$ cat src/pfa_pkg.sv
// shared constants, types and codes for the two-objective pareto archive
package pfa_pkg;

    localparam int TABLE_DEPTH   = 64;
    localparam int FRACTION_BITS = 16;

    localparam int IN_W      = 16;
    localparam int TAG_W     = 16;
    localparam int OUT_CNT_W = 7;
    localparam int VAL_W     = (FRACTION_BITS + 1 > IN_W) ? FRACTION_BITS + 1 : IN_W;
    localparam int IDX_W     = $clog2(TABLE_DEPTH);
    localparam int CNT_W     = $clog2(TABLE_DEPTH + 1);
    localparam int ENTRY_W   = 2 * VAL_W + TAG_W;

    localparam logic [VAL_W-1:0] VAL_ZERO = '0;
    localparam logic [VAL_W-1:0] VAL_ONE  = VAL_W'(1) << FRACTION_BITS;
    localparam logic [CNT_W-1:0] CNT_DEPTH = CNT_W'(TABLE_DEPTH);
    localparam logic [CNT_W-1:0] CNT_RESET = CNT_W'(2);

    typedef enum logic [1:0] {
        ST_INSERTED  = 2'd0,
        ST_EQUAL     = 2'd1,
        ST_DOMINATED = 2'd2,
        ST_FULL      = 2'd3
    } status_t;

    typedef enum logic [2:0] {
        S_INIT0,
        S_INIT1,
        S_IDLE,
        S_SCAN,
        S_DECIDE,
        S_COPY,
        S_WRITE,
        S_OUT
    } state_t;

    typedef struct packed {
        logic init_wr;
        logic init_sel;
        logic accept;
        logic scan;
        logic decide;
        logic copy;
        logic write_new;
        logic load_out;
    } cmd_t;

    typedef struct packed {
        logic scan_done;
        logic dec_insert;
        logic copy_done;
        logic out_free;
    } dp_status_t;

endpackage

$ cat src/pfa_ram.sv
// generic single write port, single read port ram with registered read
module pfa_ram #(
    parameter int WIDTH = 8,
    parameter int DEPTH = 16
) (
    input  logic                     clk,
    input  logic                     wr_en,
    input  logic [$clog2(DEPTH)-1:0] wr_addr,
    input  logic [WIDTH-1:0]         wr_data,
    input  logic                     rd_en,
    input  logic [$clog2(DEPTH)-1:0] rd_addr,
    output logic [WIDTH-1:0]         rd_data
);

    logic [WIDTH-1:0] mem [DEPTH];
    logic [WIDTH-1:0] rd_data_reg;

    always_ff @(posedge clk)
    begin
        if (wr_en)
        begin
            mem[wr_addr] <= wr_data;
        end
        if (rd_en)
        begin
            rd_data_reg <= mem[rd_addr];
        end
    end

    assign rd_data = rd_data_reg;

endmodule

$ cat src/pfa_ctrl.sv
// sequencer for sentinel init, scan, decision, compaction and result beat
module pfa_ctrl
    import pfa_pkg::*;
(
    input  logic       clk,
    input  logic       rst_n,
    input  logic       in_valid,
    output logic       in_stall,
    input  dp_status_t st,
    output cmd_t       cmd
);

    state_t state_reg;
    state_t state_next;

    always_ff @(posedge clk or negedge rst_n)
    begin
        if (!rst_n)
        begin
            state_reg <= S_INIT0;
        end
        else
        begin
            state_reg <= state_next;
        end
    end

    always_comb
    begin
        state_next = state_reg;
        cmd        = '0;
        in_stall   = 1'b1;
        unique case (state_reg)
            S_INIT0:
            begin
                cmd.init_wr  = 1'b1;
                cmd.init_sel = 1'b0;
                state_next   = S_INIT1;
            end
            S_INIT1:
            begin
                cmd.init_wr  = 1'b1;
                cmd.init_sel = 1'b1;
                state_next   = S_IDLE;
            end
            S_IDLE:
            begin
                in_stall = 1'b0;
                if (in_valid)
                begin
                    cmd.accept = 1'b1;
                    state_next = S_SCAN;
                end
            end
            S_SCAN:
            begin
                cmd.scan = 1'b1;
                if (st.scan_done)
                begin
                    state_next = S_DECIDE;
                end
            end
            S_DECIDE:
            begin
                cmd.decide = 1'b1;
                state_next = st.dec_insert ? S_COPY : S_OUT;
            end
            S_COPY:
            begin
                cmd.copy = 1'b1;
                if (st.copy_done)
                begin
                    state_next = S_WRITE;
                end
            end
            S_WRITE:
            begin
                cmd.write_new = 1'b1;
                state_next    = S_OUT;
            end
            S_OUT:
            begin
                if (st.out_free)
                begin
                    cmd.load_out = 1'b1;
                    state_next   = S_IDLE;
                end
            end
            default:
            begin
                state_next = S_INIT0;
            end
        endcase
    end

endmodule

$ cat src/pfa_datapath.sv
// point table, scan compare, removal count, compaction moves and result register
module pfa_datapath
    import pfa_pkg::*;
(
    input  logic                 clk,
    input  logic                 rst_n,
    input  cmd_t                 cmd,
    output dp_status_t           st,
    input  logic [IN_W-1:0]      first_objective,
    input  logic [IN_W-1:0]      second_objective,
    input  logic [TAG_W-1:0]     solution_tag,
    output logic                 out_valid,
    input  logic                 out_stall,
    output logic [1:0]           status,
    output logic [OUT_CNT_W-1:0] removed_count,
    output logic [OUT_CNT_W-1:0] occupancy
);

    logic [VAL_W-1:0]     e1_reg, e1_next;
    logic [VAL_W-1:0]     e2_reg, e2_next;
    logic [TAG_W-1:0]     tag_reg, tag_next;
    logic [CNT_W-1:0]     n_reg, n_next;
    logic [CNT_W-1:0]     rd_idx_reg, rd_idx_next;
    logic [CNT_W-1:0]     chk_idx_reg, chk_idx_next;
    logic                 chk_vld_reg, chk_vld_next;
    logic [CNT_W-1:0]     p_reg, p_next;
    logic [CNT_W-1:0]     lo_reg, lo_next;
    logic                 lo_found_reg, lo_found_next;
    logic                 later_reg, later_next;
    logic                 equal_reg, equal_next;
    logic                 dom_reg, dom_next;
    logic [CNT_W-1:0]     rem_reg, rem_next;
    logic [CNT_W-1:0]     left_reg, left_next;
    logic                 up_reg, up_next;
    logic [CNT_W-1:0]     offset_reg, offset_next;
    logic                 wr_vld_reg, wr_vld_next;
    logic [CNT_W-1:0]     wr_src_reg, wr_src_next;
    status_t              res_status_reg, res_status_next;
    logic [CNT_W-1:0]     res_removed_reg, res_removed_next;
    logic                 out_valid_reg, out_valid_next;
    status_t              out_status_reg, out_status_next;
    logic [OUT_CNT_W-1:0] out_removed_reg, out_removed_next;
    logic [OUT_CNT_W-1:0] out_occ_reg, out_occ_next;

    logic                 ram_wr_en;
    logic [IDX_W-1:0]     ram_wr_addr;
    logic [ENTRY_W-1:0]   ram_wr_data;
    logic                 ram_rd_en;
    logic [ENTRY_W-1:0]   ram_rd_data;

    logic [VAL_W-1:0]     rd_first;
    logic [VAL_W-1:0]     rd_second;
    logic                 issue;
    logic                 below;
    logic                 hit;
    logic                 scan_done;
    logic [CNT_W-1:0]     lo_eff;
    logic [CNT_W-1:0]     removed;
    logic [CNT_W-1:0]     remain;
    status_t              dec_status;
    logic [CNT_W-1:0]     wr_dst;

    pfa_ram #(
        .WIDTH (ENTRY_W),
        .DEPTH (TABLE_DEPTH)
    ) u_ram (
        .clk     (clk),
        .wr_en   (ram_wr_en),
        .wr_addr (ram_wr_addr),
        .wr_data (ram_wr_data),
        .rd_en   (ram_rd_en),
        .rd_addr (rd_idx_reg[IDX_W-1:0]),
        .rd_data (ram_rd_data)
    );

    assign rd_first  = ram_rd_data[ENTRY_W-1 -: VAL_W];
    assign rd_second = ram_rd_data[ENTRY_W-VAL_W-1 -: VAL_W];

    // scan compare on the beat of data returning from the table
    assign issue     = (rd_idx_reg < n_reg);
    assign below     = (rd_first < e1_reg) || ((rd_first == e1_reg) && (rd_second < e2_reg));
    assign hit       = chk_vld_reg && !below;
    assign scan_done = hit || (!chk_vld_reg && !issue);

    // decision
    assign lo_eff  = lo_found_reg ? lo_reg : p_reg;
    assign removed = p_reg - lo_eff;
    assign remain  = n_reg - removed;

    always_comb
    begin
        if (later_reg && equal_reg)
        begin
            dec_status = ST_EQUAL;
        end
        else if (later_reg && dom_reg)
        begin
            dec_status = ST_DOMINATED;
        end
        else if (remain >= CNT_DEPTH)
        begin
            dec_status = ST_FULL;
        end
        else
        begin
            dec_status = ST_INSERTED;
        end
    end

    assign wr_dst = wr_src_reg + offset_reg;

    assign st.scan_done  = scan_done;
    assign st.dec_insert = (dec_status == ST_INSERTED);
    assign st.copy_done  = (left_reg == '0) && !wr_vld_reg;
    assign st.out_free   = !out_valid_reg || !out_stall;

    always_comb
    begin
        e1_next          = e1_reg;
        e2_next          = e2_reg;
        tag_next         = tag_reg;
        n_next           = n_reg;
        rd_idx_next      = rd_idx_reg;
        chk_idx_next     = chk_idx_reg;
        chk_vld_next     = chk_vld_reg;
        p_next           = p_reg;
        lo_next          = lo_reg;
        lo_found_next    = lo_found_reg;
        later_next       = later_reg;
        equal_next       = equal_reg;
        dom_next         = dom_reg;
        rem_next         = rem_reg;
        left_next        = left_reg;
        up_next          = up_reg;
        offset_next      = offset_reg;
        wr_vld_next      = wr_vld_reg;
        wr_src_next      = wr_src_reg;
        res_status_next  = res_status_reg;
        res_removed_next = res_removed_reg;
        out_valid_next   = out_valid_reg;
        out_status_next  = out_status_reg;
        out_removed_next = out_removed_reg;
        out_occ_next     = out_occ_reg;
        ram_wr_en        = 1'b0;
        ram_wr_addr      = '0;
        ram_wr_data      = '0;
        ram_rd_en        = 1'b0;

        if (out_valid_reg && !out_stall)
        begin
            out_valid_next = 1'b0;
        end

        if (cmd.init_wr)
        begin
            ram_wr_en   = 1'b1;
            ram_wr_addr = IDX_W'(cmd.init_sel);
            ram_wr_data = cmd.init_sel ? {VAL_ONE, VAL_ZERO, TAG_W'(0)}
                                       : {VAL_ZERO, VAL_ONE, TAG_W'(0)};
        end

        if (cmd.accept)
        begin
            e1_next       = VAL_W'(first_objective);
            e2_next       = VAL_W'(second_objective);
            tag_next      = solution_tag;
            rd_idx_next   = '0;
            chk_vld_next  = 1'b0;
            lo_found_next = 1'b0;
        end

        if (cmd.scan)
        begin
            ram_rd_en    = issue;
            chk_vld_next = issue;
            chk_idx_next = rd_idx_reg;
            if (issue)
            begin
                rd_idx_next = rd_idx_reg + CNT_W'(1);
            end
            if (chk_vld_reg && below && (rd_second <= e2_reg) && !lo_found_reg)
            begin
                lo_next       = chk_idx_reg;
                lo_found_next = 1'b1;
            end
            if (hit)
            begin
                p_next     = chk_idx_reg;
                later_next = 1'b1;
                equal_next = (rd_first == e1_reg) && (rd_second == e2_reg);
                dom_next   = (e2_reg <= rd_second);
            end
            else if (scan_done)
            begin
                p_next     = n_reg;
                later_next = 1'b0;
            end
        end

        if (cmd.decide)
        begin
            res_status_next  = dec_status;
            res_removed_next = (dec_status == ST_INSERTED) ? removed : '0;
            lo_next          = lo_eff;
            rem_next         = removed;
            left_next        = n_reg - p_reg;
            up_next          = (removed == '0);
            rd_idx_next      = (removed == '0) ? n_reg - CNT_W'(1) : p_reg;
            offset_next      = lo_eff + CNT_W'(1) - p_reg;
            wr_vld_next      = 1'b0;
        end

        if (cmd.copy)
        begin
            ram_rd_en   = (left_reg != '0);
            wr_vld_next = (left_reg != '0);
            wr_src_next = rd_idx_reg;
            if (left_reg != '0)
            begin
                left_next   = left_reg - CNT_W'(1);
                rd_idx_next = up_reg ? rd_idx_reg - CNT_W'(1) : rd_idx_reg + CNT_W'(1);
            end
            if (wr_vld_reg)
            begin
                ram_wr_en   = 1'b1;
                ram_wr_addr = wr_dst[IDX_W-1:0];
                ram_wr_data = ram_rd_data;
            end
        end

        if (cmd.write_new)
        begin
            ram_wr_en   = 1'b1;
            ram_wr_addr = lo_reg[IDX_W-1:0];
            ram_wr_data = {e1_reg, e2_reg, tag_reg};
            n_next      = n_reg - rem_reg + CNT_W'(1);
        end

        if (cmd.load_out)
        begin
            out_valid_next   = 1'b1;
            out_status_next  = res_status_reg;
            out_removed_next = OUT_CNT_W'(res_removed_reg);
            out_occ_next     = OUT_CNT_W'(n_reg);
        end
    end

    always_ff @(posedge clk or negedge rst_n)
    begin
        if (!rst_n)
        begin
            n_reg         <= CNT_RESET;
            out_valid_reg <= 1'b0;
            chk_vld_reg   <= 1'b0;
            lo_found_reg  <= 1'b0;
            wr_vld_reg    <= 1'b0;
            left_reg      <= '0;
        end
        else
        begin
            n_reg         <= n_next;
            out_valid_reg <= out_valid_next;
            chk_vld_reg   <= chk_vld_next;
            lo_found_reg  <= lo_found_next;
            wr_vld_reg    <= wr_vld_next;
            left_reg      <= left_next;
        end
    end

    always_ff @(posedge clk)
    begin
        e1_reg          <= e1_next;
        e2_reg          <= e2_next;
        tag_reg         <= tag_next;
        rd_idx_reg      <= rd_idx_next;
        chk_idx_reg     <= chk_idx_next;
        p_reg           <= p_next;
        lo_reg          <= lo_next;
        later_reg       <= later_next;
        equal_reg       <= equal_next;
        dom_reg         <= dom_next;
        rem_reg         <= rem_next;
        up_reg          <= up_next;
        offset_reg      <= offset_next;
        wr_src_reg      <= wr_src_next;
        res_status_reg  <= res_status_next;
        res_removed_reg <= res_removed_next;
        out_status_reg  <= out_status_next;
        out_removed_reg <= out_removed_next;
        out_occ_reg     <= out_occ_next;
    end

    assign out_valid     = out_valid_reg;
    assign status        = out_status_reg;
    assign removed_count = out_removed_reg;
    assign occupancy     = out_occ_reg;

endmodule

$ cat src/pareto_front_archive_2d_top.sv
// top level of the two-objective pareto archive
// The block holds up to 64 mutually non-dominated points (both objectives
// maximized, Q0.16) in a single table RAM sorted by first objective, and
// answers every input point with one result beat. One point is in work at a
// time: a point is accepted, then the table is scanned from its first
// entry up to the first entry at or after the point, one table read per
// cycle through the RAM read port, and a decision is made; when the point
// is inserted, the tail of the table is moved through the same read and
// write ports and the point is stored; last the result register is loaded.
// A rejected point skips the move and the store. The result register lets
// the next point be accepted while a result beat is still stalled. After
// reset the block writes the two sentinel points into the table before it
// accepts its first point.
module pareto_front_archive_2d_top
    import pfa_pkg::*;
(
    input  logic                 clk,
    input  logic                 rst_n,
    input  logic                 in_valid,
    output logic                 in_stall,
    input  logic [IN_W-1:0]      first_objective,
    input  logic [IN_W-1:0]      second_objective,
    input  logic [TAG_W-1:0]     solution_tag,
    output logic                 out_valid,
    input  logic                 out_stall,
    output logic [1:0]           status,
    output logic [OUT_CNT_W-1:0] removed_count,
    output logic [OUT_CNT_W-1:0] occupancy
);

    cmd_t       cmd;
    dp_status_t st;

    pfa_ctrl u_ctrl (
        .clk      (clk),
        .rst_n    (rst_n),
        .in_valid (in_valid),
        .in_stall (in_stall),
        .st       (st),
        .cmd      (cmd)
    );

    pfa_datapath u_datapath (
        .clk              (clk),
        .rst_n            (rst_n),
        .cmd              (cmd),
        .st               (st),
        .first_objective  (first_objective),
        .second_objective (second_objective),
        .solution_tag     (solution_tag),
        .out_valid        (out_valid),
        .out_stall        (out_stall),
        .status           (status),
        .removed_count    (removed_count),
        .occupancy        (occupancy)
    );

endmodule

$ cat config.mk
export PLATFORM = sky130hd
export DESIGN_NAME = pareto_front_archive_2d_top
export DESIGN_NICKNAME = d
export VERILOG_FILES = /design/src/pfa_pkg.sv /design/src/pfa_ram.sv /design/src/pfa_ctrl.sv /design/src/pfa_datapath.sv /design/src/pareto_front_archive_2d_top.sv
export SDC_FILE = /design/constraint.sdc
export NUM_CORES = 2
export LEC_CHECK = 0
export BUFFER_PORTS_ARGS = -buffer_cell sky130_fd_sc_hd__buf_2
export CAP_MARGIN = 30
export CORE_ASPECT_RATIO = 1.4
export CORE_MARGIN = 4
export CORE_UTILIZATION = 65
export DETAILED_ROUTE_END_ITERATION = 7
export GPL_ROUTABILITY_DRIVEN = 0
export PLACE_DENSITY = 0.79
export SLEW_MARGIN = 20
export SYNTH_ARGS = -nofsm -noshare
export SYNTH_HDL_FRONTEND = slang
export SYNTH_SLANG_ARGS = --single-unit
$ cat constraint.sdc
create_clock -name clk -period 11.5 [get_ports clk]
set_clock_uncertainty 0.2 [all_clocks]
set_input_delay 3.45 -clock clk [delete_from_list [all_inputs] [get_ports clk]]
set_output_delay 3.45 -clock clk [all_outputs]
set_load 0.02 [all_outputs]
==> report_table.html <==
<table>
<tr><th>Metric</th><th>Value</th></tr>
<tr><th colspan="2">Power and ir drop</th></tr>
<tr><td>IR drop worst, VDD</td><td>0.2144 mV</td></tr>
<tr><td>Leak Pwr</td><td>33.05 nW</td></tr>
<tr><td>Pwr per Cell Area</td><td>250.6 nW/um^2</td></tr>
<tr><td>Design Power</td><td>25.59 mW</td></tr>
<tr><th colspan="2">GRT</th></tr>
<tr><td>Pin count of the biggest net entering global routing</td><td>121</td></tr>
<tr><td>Initial antenna violation count</td><td>8</td></tr>
<tr><td>Total congestion overflow</td><td>0</td></tr>
<tr><td>Number of global-route vias before repair</td><td>48,960</td></tr>
<tr><td>Global-route wire length before repair</td><td>337,600 um</td></tr>
<tr><td>Global routing usage summed across all routing layers</td><td>0.3185</td></tr>
<tr><th colspan="2">Timing</th></tr>
<tr><td>Final Cycle Share</td><td>0.5167</td></tr>
<tr><td>Least-Margin Pin Slew</td><td>1.069 ns</td></tr>
<tr><td>Setup TNS</td><td>0 ns</td></tr>
<tr><td>Highest clock rate</td><td>168.3 MHz</td></tr>
<tr><td>Number of hold violations in the final report</td><td>0</td></tr>
<tr><td>Number of slew-limit violations in the final report</td><td>0</td></tr>
<tr><td>Worst slew margin relative to its limit</td><td>0.2872</td></tr>
<tr><td>Fin crit period</td><td>5.942 ns</td></tr>
<tr><td>Number of setup violations in the final report</td><td>0</td></tr>
<tr><td>RSZ-0062 raised after global routing</td><td>false</td></tr>
<tr><th colspan="2">Drt</th></tr>
<tr><td>Routed met1 length</td><td>78,830 um</td></tr>
<tr><td>Wire length reported by the detailed router</td><td>234,200 um</td></tr>
<tr><td>Met2 Routed Length</td><td>119,100 um</td></tr>
<tr><td>First-pass detailed-route iteration total</td><td>7</td></tr>
<tr><td>Routed wire per std cell</td><td>34.70 um</td></tr>
<tr><td>Residual DRC count</td><td>0</td></tr>
<tr><td>Routed met3 length</td><td>23,860 um</td></tr>
<tr><td>Via density per instance</td><td>7.154</td></tr>
<tr><td>Count of routing violations after the opening detailed-route iteration</td><td>6,854</td></tr>
<tr><td>Highest metal layer used by the detailed router</td><td>met4</td></tr>
<tr><td>Number of nets with antenna violations after detailed routing</td><td>0</td></tr>
<tr><td>Via Count</td><td>48,280</td></tr>
<tr><th colspan="2">Critical path</th></tr>
<tr><td>Worst-path cell with the longest stage delay</td><td>sky130_fd_sc_hd__dfrtp_1</td></tr>
<tr><td>Worst reg2reg path depth</td><td>7</td></tr>
<tr><td>Data required time at the worst endpoint</td><td>7.85 ns</td></tr>
<tr><td>Data arrival time at the worst-slack endpoint</td><td>2.29 ns</td></tr>
<tr><td>Reg-to-reg startpoint</td><td>u_ctrl.state_reg[2]</td></tr>
<tr><td>Sort of element at the end of the critical path</td><td>primary output</td></tr>
<tr><td>Startpoint type of the worst setup path</td><td>register</td></tr>
<tr><td>Largest fanout on the critical path</td><td>14</td></tr>
<tr><td>Reg2Reg Setup Slack</td><td>6.42 ns</td></tr>
<tr><td>Type of the worst setup path</td><td>reg2out</td></tr>
<tr><td>Critical path's largest stage delay</td><td>0.73 ns</td></tr>
<tr><td>Source of the critical timing path</td><td>u_ctrl.state_reg[1]</td></tr>
<tr><td>Sequence of cells on the critical path</td><td>nor2b_1 -&gt; nor2b_1 -&gt; inv_1 -&gt; buf_2</td></tr>
<tr><td>Reg2reg end</td><td>u_datapath.u_ram.mem[36][40]</td></tr>
<tr><td>Timing endpoint of the critical path</td><td>in_stall</td></tr>
<tr><td>Most numerous cell on the critical path</td><td>sky130_fd_sc_hd__nor2b_1</td></tr>
<tr><th colspan="2">Floorplanning</th></tr>
<tr><td>Die width</td><td>326.6 um</td></tr>
<tr><td>Number of standard-cell rows in the floorplan</td><td>163</td></tr>
<tr><td>Starting density of the core</td><td>0.6545</td></tr>
<tr><td>Total I/O pin count</td><td>70</td></tr>
<tr><td>Die area</td><td>148,300 um^2</td></tr>
<tr><td>Vert. Die Dim</td><td>454.1 um</td></tr>
<tr><td>Core outline area</td><td>141,100 um^2</td></tr>
<tr><th colspan="2">Finish</th></tr>
<tr><td>Final Non-Filler Cells</td><td>6,749</td></tr>
<tr><td>Fillers</td><td>7,775</td></tr>
<tr><td>Nets@finish</td><td>4,817</td></tr>
<tr><td>Layout cell share with drive strength beyond 1</td><td>0.2251</td></tr>
<tr><td>Total area of multi-input combinational cells</td><td>21,470 um^2</td></tr>
<tr><td>Sequential cell area in the final layout</td><td>70,060 um^2</td></tr>
<tr><td>Area Growth Syn to Fin</td><td>10.55%</td></tr>
<tr><td>Final instance area</td><td>102,100 um^2</td></tr>
<tr><td>Flip-flop count of the largest register, all copies and words added</td><td>2,176</td></tr>
<tr><td>Share of the core filled with cells in the final layout</td><td>0.7236</td></tr>
<tr><th colspan="2">Logic synthesis</th></tr>
<tr><td>Proportion of register bits with asynchronous set or reset after synthesis</td><td>0.008982</td></tr>
<tr><td>Number of flip-flops and latches in the synthesized netlist</td><td>2,338</td></tr>
<tr><td>Number of synthesized flops with an enable pin</td><td>2,310</td></tr>
<tr><td>Number of unique standard cell types used by synthesis</td><td>74</td></tr>
<tr><td>Synthesized area divided by synthesized cell count</td><td>20.41 um^2</td></tr>
<tr><td>Mapped cell area</td><td>92,370 um^2</td></tr>
<tr><td>Net count after synthesis</td><td>4,664</td></tr>
<tr><td>Instance count of the mapped netlist</td><td>4,527</td></tr>
<tr><td>Most common flop cell mapped by yosys</td><td>sky130_fd_sc_hd__edfxtp_1</td></tr>
<tr><td>Part of the Yosys area used for sequential elements</td><td>0.7581</td></tr>
<tr><td>Number of warning messages in the yosys log</td><td>0</td></tr>
<tr><th colspan="2">Placement</th></tr>
<tr><td>Placed standard-cell area</td><td>95,690 um^2</td></tr>
<tr><td>Placed Cells incl. Taps</td><td>6,369</td></tr>
<tr><td>Port-buffer cells</td><td>53</td></tr>
<tr><td>Sum of net half-perimeters after detailed placement</td><td>121,400 um</td></tr>
<tr><th colspan="2">Hold path</th></tr>
<tr><td>Cell depth of the worst min-delay path</td><td>0</td></tr>
<tr><td>Worst min path class</td><td>reg2reg</td></tr>
<tr><th colspan="2">CTS</th></tr>
<tr><td>CTS tree</td><td>done</td></tr>
<tr><td>TritonCTS Buffers</td><td>201</td></tr>
<tr><td>Clock-pin slew on the worst setup and hold paths</td><td>0.06 ns</td></tr>
<tr><td>Root buf cell</td><td>sky130_fd_sc_hd__clkbuf_16</td></tr>
<tr><td>Post-CTS setup repair buffer count</td><td>0</td></tr>
<tr><td>Cells resized by post-CTS repair</td><td>0</td></tr>
<tr><td>Hold_buf cts</td><td>0</td></tr>
<tr><td>Clock sink count</td><td>2,338</td></tr>
<tr><td>Worst-case clock buffer depth</td><td>3</td></tr>
<tr><td>Clock latency of the later-clocked register in the worst-skew pair</td><td>0.84 ns</td></tr>
<tr><td>CTS HTree Levels</td><td>4</td></tr>
<tr><th colspan="2">Outcome</th></tr>
<tr><td>Outcome</td><td>complete, no violations</td></tr>
<tr><th colspan="2">Run</th></tr>
<tr><td>Number of max-capacitance violations reported</td><td>0</td></tr>
</table>
## kinds of logic after synthesis
logic type / count (synthesis) / share of synthesized area
XOR/XNOR: 42 / 0.004131
AND/OR/NAND/NOR: 386 / 0.01927
adder cells (fa/ha/maj): 86 / 0.01195
AO/OA/AOI/OAI: 525 / 0.03872
buffers and inverters: 347 / 0.01743
multiplexers: 803 / 0.1503
flip-flops: 2338 / 0.7581
## placed cells by master, fill, tap and decap left out, types with 33 or more instances in the layout
master                         n
sky130_fd_sc_hd__ha_1         81
sky130_fd_sc_hd__o22ai_1      74
sky130_fd_sc_hd__mux4_2      466
sky130_fd_sc_hd__nor2_1       76
sky130_fd_sc_hd__nand2_1     121
sky130_fd_sc_hd__clkinv_2     42
sky130_fd_sc_hd__nor3_2       64
sky130_fd_sc_hd__mux2i_1     324
sky130_fd_sc_hd__o221ai_1    142
sky130_fd_sc_hd__edfxtp_1   2310
sky130_fd_sc_hd__inv_1        86
sky130_fd_sc_hd__buf_2        53
sky130_fd_sc_hd__buf_4       142
sky130_fd_sc_hd__a21oi_1     120
sky130_fd_sc_hd__clkbuf_16   205
sky130_fd_sc_hd__clkinv_1     51
sky130_fd_sc_hd__o21ai_0      33
sky130_fd_sc_hd__clkbuf_1     40
## final cells by class
cell class,count,share of cell area
sequential,2338,0.6860
multi-input combinational,1842,0.2103
clock buffer,245,0.05170
tap,1897,0.02324
timing repair buffer,206,0.01519
clock inverter,125,0.01002
inverter,91,0.003443
antenna,5,0.0001225
## worst min path at each step
stage / from / end
after floorplan: u_datapath.res_removed_reg[0] / u_datapath.removed_count[0]
after global placement: u_datapath.res_status_reg[1] / u_datapath.status[1]
after detailed placement: u_datapath.res_status_reg[0] / u_datapath.status[0]
after CTS: u_datapath.res_removed_reg[3] / u_datapath.removed_count[3]
after global routing: u_datapath.res_status_reg[0] / u_datapath.status[0]
final: u_datapath.res_removed_reg[3] / u_datapath.removed_count[3]
## where the power goes
| group | internal, mW | switching [mW] |
|---|---|---|
| combinational | 3.10 | 4.89 |
| clock | 3.60 | 3.00 |
| sequential | 10.6 | 0.446 |
## layer usage
| metal | vias to the layer above | GRT usage |
|---|---|---|
| met3 | 754 | 0.05844 |
| met4 | 0 | 0.1549 |
| met5 | - | 0 |
| li1 | 19140 | - |
| met2 | 3510 | 0.5315 |
| met1 | 24880 | 0.4122 |
## worst max-delay path, delay by kind of cell (launching register included)
family        cells  cell delay, ns
buf+inv           2            0.28
simple gates      2            0.46
flops             1            0.73
## through the flow
stage | worst slack, ns | hold slack (ns)
after floorplan | 6.395 | 0.2003
after global placement | 6.164 | 0.2004
after detailed placement | 6.067 | 0.2061
after CTS | 5.536 | 0.2248
after global routing | 5.499 | 0.2354
final | 5.558 | 0.2236
## synthesized netlist by cell type, drive strengths merged (6+ instances only)
| cell | number | area share |
|---|---|---|
| dfxtp | 7 | 0.0015 |
| dfrtp | 20 | 0.0054 |
| or2 | 8 | 0.00054 |
| o21bai | 7 | 0.00057 |
| edfxtp | 2310 | 0.75 |
| nor2b | 10 | 0.00068 |
| nor3 | 96 | 0.0052 |
| mux2i | 324 | 0.035 |
| nand2 | 124 | 0.0050 |
| nand2b | 12 | 0.00081 |
| nand4 | 9 | 0.00061 |
| o221ai | 142 | 0.013 |
| clkbuf | 133 | 0.0054 |
| o211ai | 8 | 0.00065 |
| nand3 | 23 | 0.0012 |
| o22ai | 74 | 0.0050 |
| inv | 90 | 0.0037 |
| buf | 123 | 0.0083 |
| nor2 | 76 | 0.0031 |
| a211oi | 11 | 0.00089 |
| mux2 | 13 | 0.0016 |
| ha | 81 | 0.011 |
| a21oi | 123 | 0.0067 |
| a31oi | 20 | 0.0014 |
| o21ai | 76 | 0.0041 |
| xor2 | 14 | 0.0013 |
| a21o | 14 | 0.0011 |
| and3 | 9 | 0.00061 |
| xnor2 | 27 | 0.0026 |
| a22o | 6 | 0.00057 |
| mux4 | 466 | 0.11 |
Note: power is estimated with default switching activity, not from simulation.
